[src/hw/rtl/tdc_pkg.sv]
`timescale 1ns / 1ps

package tdc_pkg;

    // Field widths of the event and drive words.
    localparam int OP_W    = 2;
    localparam int TIME_W  = 32;
    localparam int SEG_W   = 7;
    localparam int CNT_W   = 7;
    localparam int WIN_W   = 16;

    // Configuration port geometry: one 32-bit register at byte address 0.
    localparam int APB_DW  = 32;
    localparam int APB_AW  = 3;

    // Register indexes, taken from paddr[APB_AW-1:2].
    localparam logic REG_WINDOW = 1'b0;

    // Reset value of the double-press window in milliseconds.
    localparam logic [WIN_W-1:0] WINDOW_RST = 16'd1000;

    // Default count modulus.
    localparam int COUNT_MODULUS_DEF = 100;

    // Event codes. The fourth code carries no meaning and changes nothing.
    typedef enum logic [OP_W-1:0] {
        OP_SECOND  = 2'd0,
        OP_REFRESH = 2'd1,
        OP_PRESS   = 2'd2
    } t_op;

    // Drive state returned for every event.
    typedef struct packed {
        logic [SEG_W-1:0] segments;
        logic             tens_cathode;
        logic [CNT_W-1:0] count_value;
        logic             paused;
    } t_drive;

    // Seven-segment font, bit 0 is segment a through bit 6 is segment g.
    function automatic logic [SEG_W-1:0] seg_font(input logic [3:0] digit);
        logic [SEG_W-1:0] seg;
        case (digit)
            4'd0:    seg = 7'b0111111;
            4'd1:    seg = 7'b0000110;
            4'd2:    seg = 7'b1011011;
            4'd3:    seg = 7'b1001111;
            4'd4:    seg = 7'b1100110;
            4'd5:    seg = 7'b1101101;
            4'd6:    seg = 7'b1111101;
            4'd7:    seg = 7'b0000111;
            4'd8:    seg = 7'b1111111;
            4'd9:    seg = 7'b1101111;
            default: seg = '0;
        endcase
        return seg;
    endfunction

endpackage

[src/hw/rtl/tdc_if.sv]
`timescale 1ns / 1ps

// Event channel: one word per event.
interface tdc_in_if
    import tdc_pkg::*;
();
    logic              valid;
    logic              ready;
    logic [OP_W-1:0]   op;
    logic [TIME_W-1:0] press_time_ms;

    modport source (output valid, output op, output press_time_ms, input ready);
    modport sink   (input valid, input op, input press_time_ms, output ready);
endinterface

// Drive channel: one word per event.
interface tdc_out_if
    import tdc_pkg::*;
();
    logic             valid;
    logic             ready;
    logic [SEG_W-1:0] segments;
    logic             tens_cathode;
    logic [CNT_W-1:0] count_value;
    logic             paused;

    modport source (output valid, output segments, output tens_cathode,
                    output count_value, output paused, input ready);
    modport sink   (input valid, input segments, input tens_cathode,
                    input count_value, input paused, output ready);
endinterface

[src/hw/rtl/tdc_cfg.sv]
`timescale 1ns / 1ps

module tdc_cfg
    import tdc_pkg::*;
(
    input  logic              i_clk,
    input  logic              i_rst_n,
    input  logic              psel,
    input  logic              penable,
    input  logic              pwrite,
    input  logic [APB_AW-1:0] paddr,
    input  logic [APB_DW-1:0] pwdata,
    output logic [APB_DW-1:0] prdata,
    output logic              pready,
    output logic [WIN_W-1:0]  o_window
);

    logic [WIN_W-1:0] r_window;
    logic [WIN_W-1:0] n_window;
    logic             wr_en;
    logic             reg_idx;

    assign pready  = 1'b1;
    assign reg_idx = paddr[APB_AW-1];
    assign wr_en   = psel && penable && pwrite && pready;

    // Window register takes the low half of the write data.
    always_comb begin
        n_window = r_window;
        if (wr_en && (reg_idx == REG_WINDOW)) begin
            n_window = pwdata[WIN_W-1:0];
        end
    end

    always_ff @(posedge i_clk) begin
        if (!i_rst_n) begin
            r_window <= WINDOW_RST;
        end else begin
            r_window <= n_window;
        end
    end

    // Read back; addresses past the register list read as zero.
    always_comb begin
        prdata = '0;
        if (reg_idx == REG_WINDOW) begin
            prdata = {{(APB_DW-WIN_W){1'b0}}, r_window};
        end
    end

    assign o_window = r_window;

endmodule

[src/hw/rtl/tdc_core.sv]
`timescale 1ns / 1ps

module tdc_core
    import tdc_pkg::*;
#(
    parameter int COUNT_MODULUS = COUNT_MODULUS_DEF
) (
    input  logic              i_clk,
    input  logic              i_rst_n,
    input  logic              i_fire,
    input  logic [OP_W-1:0]   i_op,
    input  logic [TIME_W-1:0] i_press_time_ms,
    input  logic [WIN_W-1:0]  i_window,
    output t_drive            o_drive
);

    localparam logic [CNT_W:0] MOD = (CNT_W+1)'(COUNT_MODULUS);

    logic [CNT_W-1:0]  r_count,      n_count;
    logic              r_paused,     n_paused;
    logic              r_show_tens,  n_show_tens;
    logic [TIME_W-1:0] r_last_press, n_last_press;
    logic [SEG_W-1:0]  r_seg,        n_seg;
    logic              r_cathode,    n_cathode;

    logic [CNT_W:0]    inc;
    logic [TIME_W-1:0] gap;
    logic              double_press;
    logic [13:0]       tens_prod;
    logic [3:0]        tens;
    logic [CNT_W-1:0]  tens_x10;
    logic [CNT_W-1:0]  ones_full;
    logic [3:0]        ones;

    // Digit split: tens by reciprocal multiply, exact for counts below 100.
    assign tens_prod = 14'(r_count) * 14'd103;
    assign tens      = tens_prod[13:10];
    assign tens_x10  = CNT_W'({tens, 3'b000}) + CNT_W'({tens, 1'b0});
    assign ones_full = r_count - tens_x10;
    assign ones      = ones_full[3:0];

    assign inc          = {1'b0, r_count} + 1'b1;
    assign gap          = i_press_time_ms - r_last_press;
    assign double_press = gap < {{(TIME_W-WIN_W){1'b0}}, i_window};

    // Next state for the event in the input register.
    always_comb begin
        n_count      = r_count;
        n_paused     = r_paused;
        n_show_tens  = r_show_tens;
        n_last_press = r_last_press;
        n_seg        = r_seg;
        n_cathode    = r_cathode;
        if (i_fire) begin
            case (i_op)
                OP_SECOND: begin
                    if (!r_paused) begin
                        n_count = (inc >= MOD) ? '0 : inc[CNT_W-1:0];
                    end
                end
                OP_REFRESH: begin
                    if (r_show_tens) begin
                        n_cathode = 1'b1;
                        n_seg     = (tens == 4'd0) ? '0 : seg_font(tens);
                    end else begin
                        n_cathode = 1'b0;
                        n_seg     = seg_font(ones);
                    end
                    n_show_tens = !r_show_tens;
                end
                OP_PRESS: begin
                    if (double_press) begin
                        n_count  = '0;
                        n_paused = 1'b0;
                    end else begin
                        n_paused = !r_paused;
                    end
                    n_last_press = i_press_time_ms;
                end
                default: begin
                end
            endcase
        end
    end

    always_ff @(posedge i_clk) begin
        if (!i_rst_n) begin
            r_count      <= '0;
            r_paused     <= 1'b0;
            r_show_tens  <= 1'b1;
            r_last_press <= '0;
            r_seg        <= '0;
            r_cathode    <= 1'b0;
        end else begin
            r_count      <= n_count;
            r_paused     <= n_paused;
            r_show_tens  <= n_show_tens;
            r_last_press <= n_last_press;
            r_seg        <= n_seg;
            r_cathode    <= n_cathode;
        end
    end

    // The result word is the state after the event.
    assign o_drive.segments     = n_seg;
    assign o_drive.tens_cathode = n_cathode;
    assign o_drive.count_value  = n_count;
    assign o_drive.paused       = n_paused;

    // The count never reaches the modulus.
    a_count_range: assert property (@(posedge i_clk) disable iff (!i_rst_n)
        {1'b0, r_count} < MOD)
        else $error("count out of range");

    // Each refresh swaps the digit position.
    a_refresh_swap: assert property (@(posedge i_clk) disable iff (!i_rst_n)
        (i_fire && i_op == OP_REFRESH) |=> (r_show_tens != $past(r_show_tens)))
        else $error("refresh did not swap digit");

    // The latched cathode follows the position that was due.
    a_cathode_pos: assert property (@(posedge i_clk) disable iff (!i_rst_n)
        (i_fire && i_op == OP_REFRESH) |=> (r_cathode == $past(r_show_tens)))
        else $error("cathode does not match digit position");

    // A paused counter ignores second ticks.
    a_paused_hold: assert property (@(posedge i_clk) disable iff (!i_rst_n)
        (i_fire && i_op == OP_SECOND && r_paused) |=> $stable(r_count))
        else $error("count moved while paused");

endmodule

[src/hw/rtl/two_digit_counter_with_mux_display_unit.sv]
`timescale 1ns / 1ps

// Two-digit counter with a multiplexed seven-segment display drive.
// Event words enter on i_in: op 0 is a one-second tick, op 1 a display
// refresh, op 2 a button press with its millisecond timestamp. Every
// event returns one drive word on o_out: latched segments and digit
// select, the count, and the pause flag, all as they stand after it.
// The double-press window is set over the APB port at byte address 0.
// An event is registered at the input, updated against the block state
// in one pass of short logic, and the drive word is registered at the
// output when the output register is free or being read.
// One event is accepted every cycle while the receiver does not stall;
// the state update made for one event is what the next event sees.
// When the receiver stalls, the drive word holds, the input register
// keeps one further event, and i_in.ready falls once both are full.
// Reset clears the count, starts counting, puts the tens digit first,
// blanks the segments and sets the window to 1000 ms.
module two_digit_counter_with_mux_display_unit
    import tdc_pkg::*;
#(
    parameter int COUNT_MODULUS = COUNT_MODULUS_DEF
) (
    input  logic              i_clk,
    input  logic              i_rst_n,
    tdc_in_if.sink            i_in,
    tdc_out_if.source         o_out,
    input  logic              psel,
    input  logic              penable,
    input  logic              pwrite,
    input  logic [APB_AW-1:0] paddr,
    input  logic [APB_DW-1:0] pwdata,
    output logic [APB_DW-1:0] prdata,
    output logic              pready
);

    logic              r_in_valid,  n_in_valid;
    logic [OP_W-1:0]   r_op;
    logic [TIME_W-1:0] r_time;
    logic              r_out_valid, n_out_valid;
    t_drive            r_out;

    logic              in_fire;
    logic              proc_fire;
    logic [WIN_W-1:0]  window;
    t_drive            drive;

    // Configuration registers.
    tdc_cfg u_cfg (
        .i_clk   (i_clk),
        .i_rst_n (i_rst_n),
        .psel    (psel),
        .penable (penable),
        .pwrite  (pwrite),
        .paddr   (paddr),
        .pwdata  (pwdata),
        .prdata  (prdata),
        .pready  (pready),
        .o_window(window)
    );

    // Counter and display state.
    tdc_core #(
        .COUNT_MODULUS(COUNT_MODULUS)
    ) u_core (
        .i_clk          (i_clk),
        .i_rst_n        (i_rst_n),
        .i_fire         (proc_fire),
        .i_op           (r_op),
        .i_press_time_ms(r_time),
        .i_window       (window),
        .o_drive        (drive)
    );

    // Handshake: the input word moves on when the output slot frees up.
    assign proc_fire  = r_in_valid && (!r_out_valid || o_out.ready);
    assign i_in.ready = !r_in_valid || proc_fire;
    assign in_fire    = i_in.valid && i_in.ready;

    always_comb begin
        n_in_valid  = in_fire ? 1'b1 : (proc_fire ? 1'b0 : r_in_valid);
        n_out_valid = proc_fire ? 1'b1 : (o_out.ready ? 1'b0 : r_out_valid);
    end

    // Valid flags.
    always_ff @(posedge i_clk) begin
        if (!i_rst_n) begin
            r_in_valid  <= 1'b0;
            r_out_valid <= 1'b0;
        end else begin
            r_in_valid  <= n_in_valid;
            r_out_valid <= n_out_valid;
        end
    end

    // Payload registers.
    always_ff @(posedge i_clk) begin
        if (in_fire) begin
            r_op   <= i_in.op;
            r_time <= i_in.press_time_ms;
        end
        if (proc_fire) begin
            r_out <= drive;
        end
    end

    assign o_out.valid        = r_out_valid;
    assign o_out.segments     = r_out.segments;
    assign o_out.tens_cathode = r_out.tens_cathode;
    assign o_out.count_value  = r_out.count_value;
    assign o_out.paused       = r_out.paused;

    // An event is only processed when its word can be placed.
    a_no_overwrite: assert property (@(posedge i_clk) disable iff (!i_rst_n)
        (r_out_valid && !o_out.ready) |-> !proc_fire)
        else $error("drive word overwritten while stalled");

    // A processed event always yields a drive word next cycle.
    a_proc_out: assert property (@(posedge i_clk) disable iff (!i_rst_n)
        proc_fire |=> r_out_valid)
        else $error("processed event produced no word");

    // The input register is never loaded while it holds an unprocessed word.
    a_in_hold: assert property (@(posedge i_clk) disable iff (!i_rst_n)
        (r_in_valid && !proc_fire) |-> !in_fire)
        else $error("input word overwritten");

endmodule
[src/flat_wrapper.sv]
// flat-port wrapper written by rule: the top's interface ports become plain ports
module two_digit_counter_with_mux_display_unit_flat import tdc_pkg::*;
#(
    parameter int COUNT_MODULUS = COUNT_MODULUS_DEF
)
  (i_clk, i_rst_n, psel, penable, pwrite, paddr, pwdata, prdata, pready, i_in_valid, i_in_op, i_in_press_time_ms, i_in_ready, o_out_valid, o_out_segments, o_out_tens_cathode, o_out_count_value, o_out_paused, o_out_ready);
  tdc_in_if i_in_i ();
  tdc_out_if o_out_i ();
  input  logic i_clk;
  input  logic i_rst_n;
  input  logic psel;
  input  logic penable;
  input  logic pwrite;
  input  logic [APB_AW-1:0] paddr;
  input  logic [APB_DW-1:0] pwdata;
  output logic [APB_DW-1:0] prdata;
  output logic pready;
  input wire logic [$bits(i_in_i.valid)-1:0] i_in_valid;
  input wire logic [$bits(i_in_i.op)-1:0] i_in_op;
  input wire logic [$bits(i_in_i.press_time_ms)-1:0] i_in_press_time_ms;
  output wire logic [$bits(i_in_i.ready)-1:0] i_in_ready;
  output wire logic [$bits(o_out_i.valid)-1:0] o_out_valid;
  output wire logic [$bits(o_out_i.segments)-1:0] o_out_segments;
  output wire logic [$bits(o_out_i.tens_cathode)-1:0] o_out_tens_cathode;
  output wire logic [$bits(o_out_i.count_value)-1:0] o_out_count_value;
  output wire logic [$bits(o_out_i.paused)-1:0] o_out_paused;
  input wire logic [$bits(o_out_i.ready)-1:0] o_out_ready;
  assign i_in_i.valid = i_in_valid;
  assign i_in_i.op = i_in_op;
  assign i_in_i.press_time_ms = i_in_press_time_ms;
  assign i_in_ready = i_in_i.ready;
  assign o_out_valid = o_out_i.valid;
  assign o_out_segments = o_out_i.segments;
  assign o_out_tens_cathode = o_out_i.tens_cathode;
  assign o_out_count_value = o_out_i.count_value;
  assign o_out_paused = o_out_i.paused;
  assign o_out_i.ready = o_out_ready;
  two_digit_counter_with_mux_display_unit #(.COUNT_MODULUS(COUNT_MODULUS)) u_core (.i_clk(i_clk), .i_rst_n(i_rst_n), .i_in(i_in_i), .o_out(o_out_i), .psel(psel), .penable(penable), .pwrite(pwrite), .paddr(paddr), .pwdata(pwdata), .prdata(prdata), .pready(pready));
endmodule
[config.mk]
export PLATFORM = sky130hd
export DESIGN_NAME = two_digit_counter_with_mux_display_unit_flat
export DESIGN_NICKNAME = d
export VERILOG_FILES = /design/src/hw/rtl/tdc_pkg.sv /design/src/hw/rtl/tdc_if.sv /design/src/hw/rtl/tdc_cfg.sv /design/src/hw/rtl/tdc_core.sv /design/src/hw/rtl/two_digit_counter_with_mux_display_unit.sv /design/src/flat_wrapper.sv
export SDC_FILE = /design/constraint.sdc
export NUM_CORES = 1
export LEC_CHECK = 0
export CAP_MARGIN = 10
export CORE_UTILIZATION = 30
export CTS_CLUSTER_SIZE = 12
export DETAILED_ROUTE_END_ITERATION = 8
export DONT_BUFFER_PORTS = 1
export GPL_ROUTABILITY_DRIVEN = 0
export PLACE_DENSITY = 0.47
export SLEW_MARGIN = 20
export SYNTH_ARGS = -nofsm -noshare
export SYNTH_HDL_FRONTEND = slang
export SYNTH_SLANG_ARGS = --single-unit
[constraint.sdc]
create_clock -name i_clk -period 6.6 [get_ports i_clk]
set_clock_uncertainty 0.15 [all_clocks]
set_input_delay 1.32 -clock i_clk [delete_from_list [all_inputs] [get_ports i_clk]]
set_output_delay 1.32 -clock i_clk [all_outputs]
set_load 0.02 [all_outputs]
==> results of run 1 <==
[cells by family after synthesis]
| kind of cell | after synthesis | synth area share |
|---|---|---|
| buf+inv | 146 | 0.0740 |
| other cells | 2 | 0.000883 |
| flops | 117 | 0.334 |
| mux | 8 | 0.0100 |
| simple gates | 312 | 0.170 |
| fa+ha+maj | 104 | 0.160 |
| xor+xnor | 39 | 0.0411 |
| compound gates | 268 | 0.209 |
[sequential cells by signal, indices dropped and copies added, names as in the netlist]
signal,flops
u_core.u_core.r_show_tens,1
u_core.o_out.paused,1
u_core.u_core.r_cathode,1
u_core.o_out.valid,1
u_core.r_in_valid,1
u_core.r_time,32
u_core.u_core.r_seg,7
u_core.u_core.r_last_press,32
u_core.u_cfg.o_window,16
u_core.o_out.count_value,7
u_core.o_out.segments,7
u_core.u_core.r_paused,1
u_core.o_out.tens_cathode,1
u_core.r_op,2
u_core.u_core.r_count,7
[through the flow]
| step | utilization | worst slack, ns | power, mW | instances | instance area [um2] |
|---|---|---|---|---|---|
| finish | 0.336 | 0.606 | 2.10 | 1369 | 9370 |
| global route | 0.336 | 0.208 | 2.19 | 1369 | 9370 |
| CTS | 0.336 | 0.634 | 2.12 | 1369 | 9370 |
| detailed placement | 0.315 | 0.665 | 1.15 | 1337 | 8780 |
| floorplan | - | 1.07 | 1.08 | 1011 | 8560 |
| global placement | 0.315 | 0.706 | 1.15 | 1337 | 8780 |
[layer usage]
| metal | up-vias | track usage | share of wire |
|---|---|---|---|
| li1 | 3464 | - | - |
| met1 | 3170 | 0.205 | 0.48 |
| met2 | 132 | 0.256 | 0.46 |
| met3 | 22 | 0.0328 | 0.035 |
| met4 | 0 | 0.0658 | 0.027 |
| met5 | - | 0 | 0 |
[Yosys cell counts (3+ instances only)]
| cell | number |
|---|---|
| o21bai_1 | 6 |
| xnor2_1 | 23 |
| o22ai_1 | 6 |
| and3_1 | 7 |
| o2111ai_1 | 4 |
| and2_1 | 6 |
| o31ai_1 | 6 |
| nor2b_1 | 3 |
| o21ai_1 | 7 |
| a21o_1 | 10 |
| or3_1 | 6 |
| a2bb2oi_1 | 5 |
| xor2_1 | 15 |
| a21oi_2 | 4 |
| buf_4 | 17 |
| clkbuf_1 | 25 |
| a31oi_1 | 7 |
| edfxtp_1 | 50 |
| ha_1 | 96 |
| fa_1 | 8 |
| nand2_1 | 160 |
| a21boi_0 | 4 |
| a21oi_1 | 106 |
| nand2b_1 | 9 |
| mux2i_1 | 4 |
| and4b_1 | 3 |
| nor3_1 | 7 |
| a221oi_1 | 3 |
| nand3_1 | 26 |
| o211ai_1 | 21 |
| o21ai_0 | 35 |
| nand4_1 | 14 |
| o21a_1 | 4 |
| inv_1 | 88 |
| nor2_1 | 53 |
| buf_2 | 14 |
| a211o_1 | 5 |
| dfxtp_1 | 67 |
| mux2_2 | 4 |
| o221ai_1 | 3 |
| and4_1 | 4 |
| a211oi_1 | 6 |
[critical path: stages, from the launching register on]
cell and delay (ns):
dfxtp_1 0.48, inv_1 0.15, ha_1 0.36, inv_1 0.09, ha_1 0.29, inv_1 0.08
fa_1 0.44, fa_1 0.52, inv_1 0.04, ha_1 0.18, a21o_1 0.15, a21o_1 0.17
a21oi_1 0.35, o2111ai_1 0.27, xor2_1 0.27, ha_1 0.31, and2_1 0.17, nor2_1 0.15
mux2i_1 0.09, o211ai_1 0.28, xnor2_1 0.25, or2_0 0.36, nand4_1 0.14
[cell type report]
type | instances | share of cell area
clock buffers | 21 | 0.0470
clock inverters | 11 | 0.0162
inverters | 88 | 0.0352
multi-input cells | 748 | 0.543
flip-flops and latches | 117 | 0.303
well taps | 378 | 0.0505
repair buffers | 6 | 0.00481
[how the worst max path moves through the flow]
stage                                             start                                  to  slack [ns]  cells after the start
detailed placement  u_core.u_core.r_count[0]$_SDFF_PN0_  u_core.o_out.segments[0]$_DFFE_PP_        0.66                     22
finish              u_core.u_core.r_count[0]$_SDFF_PN0_  u_core.o_out.segments[0]$_DFFE_PP_        0.61                     22
CTS                 u_core.u_core.r_count[0]$_SDFF_PN0_  u_core.o_out.segments[0]$_DFFE_PP_        0.63                     22
global placement    u_core.u_core.r_count[0]$_SDFF_PN0_  u_core.o_out.segments[0]$_DFFE_PP_        0.71                     22
global route        u_core.u_core.r_count[0]$_SDFF_PN0_  u_core.o_out.segments[6]$_DFFE_PP_        0.21                     22
floorplan           u_core.u_core.r_count[0]$_SDFF_PN0_  u_core.o_out.segments[0]$_DFFE_PP_        1.07                     23
[power by group]
group / internal (mW) / switching, mW / leakage [nW]
Clock: 0.596 / 0.360 / 0.286
Combinational: 0.114 / 0.213 / 2.41
Sequential: 0.786 / 0.0263 / 1.03
==> results.md, run 1 <==
- Number of global-route vias before repair: 6,493
- CTS Hold Buffers Added: 0
- Largest net degree at the start of global routing: 36
- # setup viols final: 0
- Post-Route WL: around 22,000 um
- Most frequent cells in the layout: nand2_1, a21oi_1, ha_1
- CP endpoint kind: register
- Post-CTS Setup Inserts: 0
- Largest cells by area after synthesis: edfxtp_1, dfxtp_1, ha_1
- Least-Margin Pin Slew: 1.01 ns
- Final Hold Viols: 0
- CTS tree: done
- Pre-Repair DR Iteration Count: 4
- Post-CTS Resized: 0
- Peak VDD IR: 0.121 mV
- Worst Hold Slack: roughly 0.30 ns
- Worst hold path cell count: 2
- Initial Util: 0.305
- Port bufs: 0
- Final period util: 0.908
- F_max: 167 MHz
- Min-delay src: u_core.u_core.r_last_press[22]$_SDFFE_PN0P_
- Vias: 6,788
- Post-route DRC: 0
- Die area: 29,000 um2
- Worst EP required: 6.60 ns
- Distinct cell type count after synthesis: 79
- Most common cell after layout, fill and taps aside: nand2_1
- Hold Path Class: reg2reg
- Storage element area: about 2800 um2
- Synthesized area per cell: around 8.5 um2
- WL/cell: 16.3 um
- Dpl hpwl: 16,700 um
- Area delta synth->final: 10.2%
- Worst-skew pair later-pin latency: 0.43 ns
- Post-synth EDFFs: 50
- Initial antenna violation count: 0
- Slew Viols, Final: 0
- Clock root cell: clkbuf_16
- Setup TNS: 0 ns
- Critical path fanouts, max: 8
- I/O Pins: 127
- Total congestion overflow: 0
- Sink Count: 117
- YS warnings: 0
- First-pass GRT wire length: 35,300 um
- Number of max-cap violations: 0
- Total area of multi-input combinational cells: 5090 um2
- WP data arrival: 6.00 ns
- Max clock buf depth: 2
- R2R setup slack: 0.61 ns
- Cells on worst reg2reg path: 22
- Via density: 4.96
- Starting DRT DRC Count: 491
- DIE HEIGHT: 170 um
- Antenna diode count: 0
- Area leader, netlist: edfxtp_1
- Filler cell count: 2,929
- Mapped cell area: 8500 um2
- H-tree lvl count: 4
- DIE WIDTH: 170 um
- Global Route Usage Sum: 0.159
- CP startpoint kind: register
- Post-synthesis sequential area ratio: 0.334
- Pleak: 3.72 nW
- Ratio of cells with drive above 1 in the final layout: 0.0616
- CTS Buf Count: 17
- Flop and latch count out of synthesis: 117
- Gate count of the mapped netlist: 996
- Cell row count: 61
- RSZ-0062 raised after global routing: no
- Launch point of the worst reg-to-reg path: u_core.u_core.r_count[0]$_SDFF_PN0_
- ANT nets after route: 0
- Worst Hold Endpoint: u_core.u_core.r_last_press[22]$_SDFFE_PN0P_
- Reg2reg end: u_core.o_out.segments[0]$_DFFE_PP_
- Ys async rst share: 0
- Run status: finished, final reports clean
- Power Dens Cells: 224 nW/um2
- Max-slew headroom: 0.326
- Top cell type's share of synthesized area: 0.177
- Critical path type: reg2reg
- Worst-path clk slew: 0.06 ns
- Top_reg_cell synth: dfxtp_1
- Period minus WS final: 5.99 ns
- Core ar.: between 20,000 and 30,000 um2
- Layout Nets: between 1,000 and 1,500
(Power assumes the default switching activity.)
==> run 2, diff against run 1 <==
--- a/config.mk
+++ b/config.mk
@@ -5,6 +5,7 @@
 export SDC_FILE = /design/constraint.sdc
 export NUM_CORES = 1
 export LEC_CHECK = 0
+export ABC_AREA = 1
 export CAP_MARGIN = 10
 export CORE_UTILIZATION = 30
 export CTS_CLUSTER_SIZE = 12
==> results.md, run 2 <==
- Run status: finished, final reports clean (unchanged)
- Most common cell in the netlist: nand2_1 (unchanged)
- Cell row count: 62 (was 61)
- Post-synthesis sequential area ratio: 0.321 (was 0.334)
- Post-synth EDFFs: 50 (unchanged)
- Launch point of the worst reg-to-reg path: u_core.u_core.r_count[0]$_SDFF_PN0_ (unchanged)
- Switch Pwr: 0.620 mW (was 0.599 mW)
- CTS Hold Buffers Added: 0 (unchanged)
- H-tree lvl count: 4 (unchanged)
- Area delta synth->final: 11.2% (was 10.2%)
- DIE WIDTH: 174 um (was 170 um)
- Critical path type: reg2reg (unchanged)
- Period minus WS final: 5.51 ns (was 5.99 ns)
- Final period util: 0.834 (was 0.908)
- Synth Area in XOR/XNOR: 0.0276 (was 0.0411)
- Starting DRT DRC Count: 342 (was 491)
- Least-Margin Pin Slew: 0.768 ns (was 1.01 ns)
- RSZ-0062 raised after global routing: no (unchanged)
- Area leader, netlist: edfxtp_1 (unchanged)
- Fin worst setup slack: 1.09 ns (was 0.606 ns)
- Synth top cells by count: nand2_1, inv_1, ha_1 (was nand2_1, a21oi_1, ha_1)
- Reg2reg end: u_core.u_core.r_seg[0]$_SDFF_PN0_ (was u_core.o_out.segments[0]$_DFFE_PP_)
- R2R setup slack: 1.09 ns (was 0.61 ns)
- Slew Viols, Final: 0 (unchanged)
- Final core utilization: 0.341 (was 0.336)
- YS warnings: 0 (unchanged)
- Die area: 30,200 um2 (was 29,000 um2)
- Dpl hpwl: 17,300 um (was 16,700 um)
- Port bufs: 0 (unchanged)
- Pleak: 4.99 nW (was 3.72 nW)
- Initial antenna violation count: 0 (unchanged)
- Layout Nets: 1,418 (was 1,158)
- Global Route Usage Sum: 0.149 (was 0.159)
- F_max: 182 MHz (was 167 MHz)
- Sequential share of power: 0.372 (was 0.388)
- Synthesized area per cell: 7.15 um2 (was 8.54 um2)
- # setup viols final: 0 (unchanged)
- First-pass GRT wire length: 35,500 um (was 35,300 um)
- Ratio of cells with drive above 1 in the final layout: 0.0911 (was 0.0616)
- Total Power: 2.17 mW (was 2.10 mW)
- Largest cells by area after synthesis: edfxtp_1, dfxtp_1, nand2_1 (was edfxtp_1, dfxtp_1, ha_1)
- Simple-Gate Fraction of Synth Area: 0.278 (was 0.170)
- CTS tree: done (unchanged)
- Vias: 7,246 (was 6,788)
- WP data arrival: 5.74 ns (was 6.00 ns)
- Pre-Repair DR Iteration Count: 4 (unchanged)
- Number of global-route vias before repair: 6,878 (was 6,493)
- ANT nets after route: 0 (unchanged)
- Peak VDD IR: 0.149 mV (was 0.121 mV)
- Most common cell after layout, fill and taps aside: nand2_1 (unchanged)
- Critical path fanouts, max: 5 (was 8)
- Number of max-cap violations: 0 (unchanged)
- WL/cell: 13.3 um (was 16.3 um)
- CP endpoint kind: register (unchanged)
- Mapped cell area: 8840 um2 (was 8500 um2)
- Post-route DRC: 0 (unchanged)
- Worst Hold Slack: 0.305 ns (was 0.303 ns)
- Flop and latch count out of synthesis: 117 (unchanged)
- Post-Route WL: 21,800 um (was 22,300 um)
- Sink Count: 117 (unchanged)
- Top cell type's share of synthesized area: 0.170 (was 0.177)
- I/O Pins: 127 (unchanged)
- Setup WS pre-CTS: 1.06 ns (was 0.665 ns)
- Sw Share: 0.286 (about the same)
- Max-slew headroom: 0.488 (was 0.326)
- Clock root cell: clkbuf_16 (unchanged)
- Largest net degree at the start of global routing: 58 (was 36)
- Setup TNS: 0 ns (unchanged)
- Initial Util: 0.306 (was 0.305)
- Post-synthesis mux area share: 0 (was 0.0100)
- Post-CTS Setup Inserts: 0 (unchanged)
- Gate count of the mapped netlist: 1,237 (was 996)
- Worst-path clk slew: 0.06 ns (about the same)
- Total congestion overflow: 0 (unchanged)
- Via density: 4.43 (was 4.96)
- Post-CTS Resized: 0 (unchanged)
- Synth Area in Adders: 0.154 (was 0.160)
- Clock power share: 0.455 (was 0.456)
- Final Hold Viols: 0 (unchanged)
- Hold Path Class: reg2reg (unchanged)
- Worst hold path cell count: 2 (unchanged)
- DIE HEIGHT: 174 um (was 170 um)
- Synth Area in Compound Gates: 0.0976 (was 0.209)
- Max clock buf depth: 2 (unchanged)
- Internal: 1.55 mW (was 1.50 mW)
- Core ar.: 28,900 um2 (was 27,900 um2)
- Ys async rst share: 0 (unchanged)
- Power Dens Cells: 221 nW/um2 (was 224 nW/um2)
- Cells on worst reg2reg path: 27 (was 22)
- Top_reg_cell synth: dfxtp_1 (unchanged)
- Worst Hold Endpoint: u_core.u_core.r_last_press[18]$_SDFFE_PN0P_ (was u_core.u_core.r_last_press[22]$_SDFFE_PN0P_)
- Filler cell count: 3,140 (was 2,929)
- Combinational share of power: 0.173 (was 0.156)
- CTS Buf Count: 17 (unchanged)
- Antenna diode count: 0 (unchanged)
- CP startpoint kind: register (unchanged)
- Distinct cell type count after synthesis: 41 (was 79)
- Worst EP required: 6.83 ns (was 6.60 ns)
- Worst-skew pair later-pin latency: 0.43 ns (about the same)
- Main combinational cell family by area after synthesis: simple AND/OR/NAND/NOR gates (was compound AO/OA/AOI/OAI gates)
- Min-delay src: u_core.u_core.r_last_press[18]$_SDFFE_PN0P_ (was u_core.u_core.r_last_press[22]$_SDFFE_PN0P_)
- Most frequent cells in the layout: nand2_1, inv_1, ha_1 (was nand2_1, a21oi_1, ha_1)
==> run 2: cell types whose count changed after synthesis, moves of 19 or more <==
| cell | delta |
|---|---|
| nand2_1 | +196 |
| inv_1 | +120 |
| nand3_1 | +27 |
| inv_2 | +22 |
| a21oi_1 | -21 |
| xnor2_1 | -19 |
==> run 2: layout make-up <==
type,instances,area (um2),area share
Clock buffer,27,578,0.0588
Inverter,230,863,0.0878
Clock inverter,5,53.8,0.00547
Multi-Input combinational cell,869,4990,0.508
Tap cell,384,480,0.0489
Timing Repair Buffer,3,22.5,0.00229
Sequential cell,117,2840,0.289
==> run 2: critical path, stage by stage, from the launching register on <==
cell	delay (ns)
dfxtp_1	0.43
inv_1	0.13
ha_1	0.36
inv_1	0.09
ha_1	0.29
inv_1	0.08
fa_1	0.44
fa_1	0.51
inv_1	0.04
ha_1	0.28
nand2_1	0.10
nor2_1	0.06
a21o_2	0.24
a21o_1	0.18
xor2_1	0.33
inv_1	0.15
ha_1	0.33
or2_2	0.30
nand2_1	0.13
inv_1	0.09
or2_2	0.29
o21ai_0	0.08
nand3_1	0.09
nand2_1	0.08
nand2_1	0.06
nand3_2	0.10
nand2_1	0.05
inv_1	0.04
==> run 2: power by group through the flow <==
stage	registers, mW	logic [mW]	clock network (mW)
2_1_floorplan	0.818	0.307	0
3_3_place_gp	0.823	0.376	0
3_5_place_dp	0.824	0.378	0
4_1_cts	0.808	0.381	1.02
5_1_grt	0.811	0.435	1.04
6_report	0.808	0.375	0.988
==> run 2: kinds of logic (layout without fill, tap and decap cells) <==
| kind of cell | count (synthesis) | count (layout) |
|---|---|---|
| compound gates | 161 | 161 |
| xor+xnor | 27 | 27 |
| fa+ha+maj | 104 | 104 |
| buf+inv | 266 | 265 |
| flops | 117 | 117 |
| other cells | 2 | 17 |
| simple gates | 560 | 560 |
==> run 2: layer usage <==
layer / up-vias / wire (um) / global-route usage
met3: 18 / 535 / 0.0263
li1: 3876 / - / -
met2: 103 / 10300 / 0.256
met4: 0 / 359 / 0.0490
met5: - / 0 / 0
met1: 3249 / 10600 / 0.188
==> run 2: worst max-delay path by stage <==
stage                                              startpoint                                end  cells after the start
after CTS                 u_core.u_core.r_count[0]$_SDFF_PN0_  u_core.u_core.r_seg[0]$_SDFF_PN0_                     27
after global placement    u_core.u_core.r_count[0]$_SDFF_PN0_  u_core.u_core.r_seg[0]$_SDFF_PN0_                     27
final                     u_core.u_core.r_count[0]$_SDFF_PN0_  u_core.u_core.r_seg[0]$_SDFF_PN0_                     27
after detailed placement  u_core.u_core.r_count[0]$_SDFF_PN0_  u_core.u_core.r_seg[0]$_SDFF_PN0_                     27
after global routing      u_core.u_core.r_count[0]$_SDFF_PN0_  u_core.u_core.r_seg[0]$_SDFF_PN0_                     27
after floorplan           u_core.u_core.r_count[0]$_SDFF_PN0_  u_core.u_core.r_seg[0]$_SDFF_PN0_                     27
==> run 2: per-stage QoR <==
| step | std cells | area (um2) |
|---|---|---|
| 6_report | 1635 | 9830 |
| 5_1_grt | 1635 | 9830 |
| 4_1_cts | 1635 | 9830 |
| 3_5_place_dp | 1603 | 9200 |
| 3_3_place_gp | 1603 | 9200 |
| 2_1_floorplan | 1252 | 8900 |
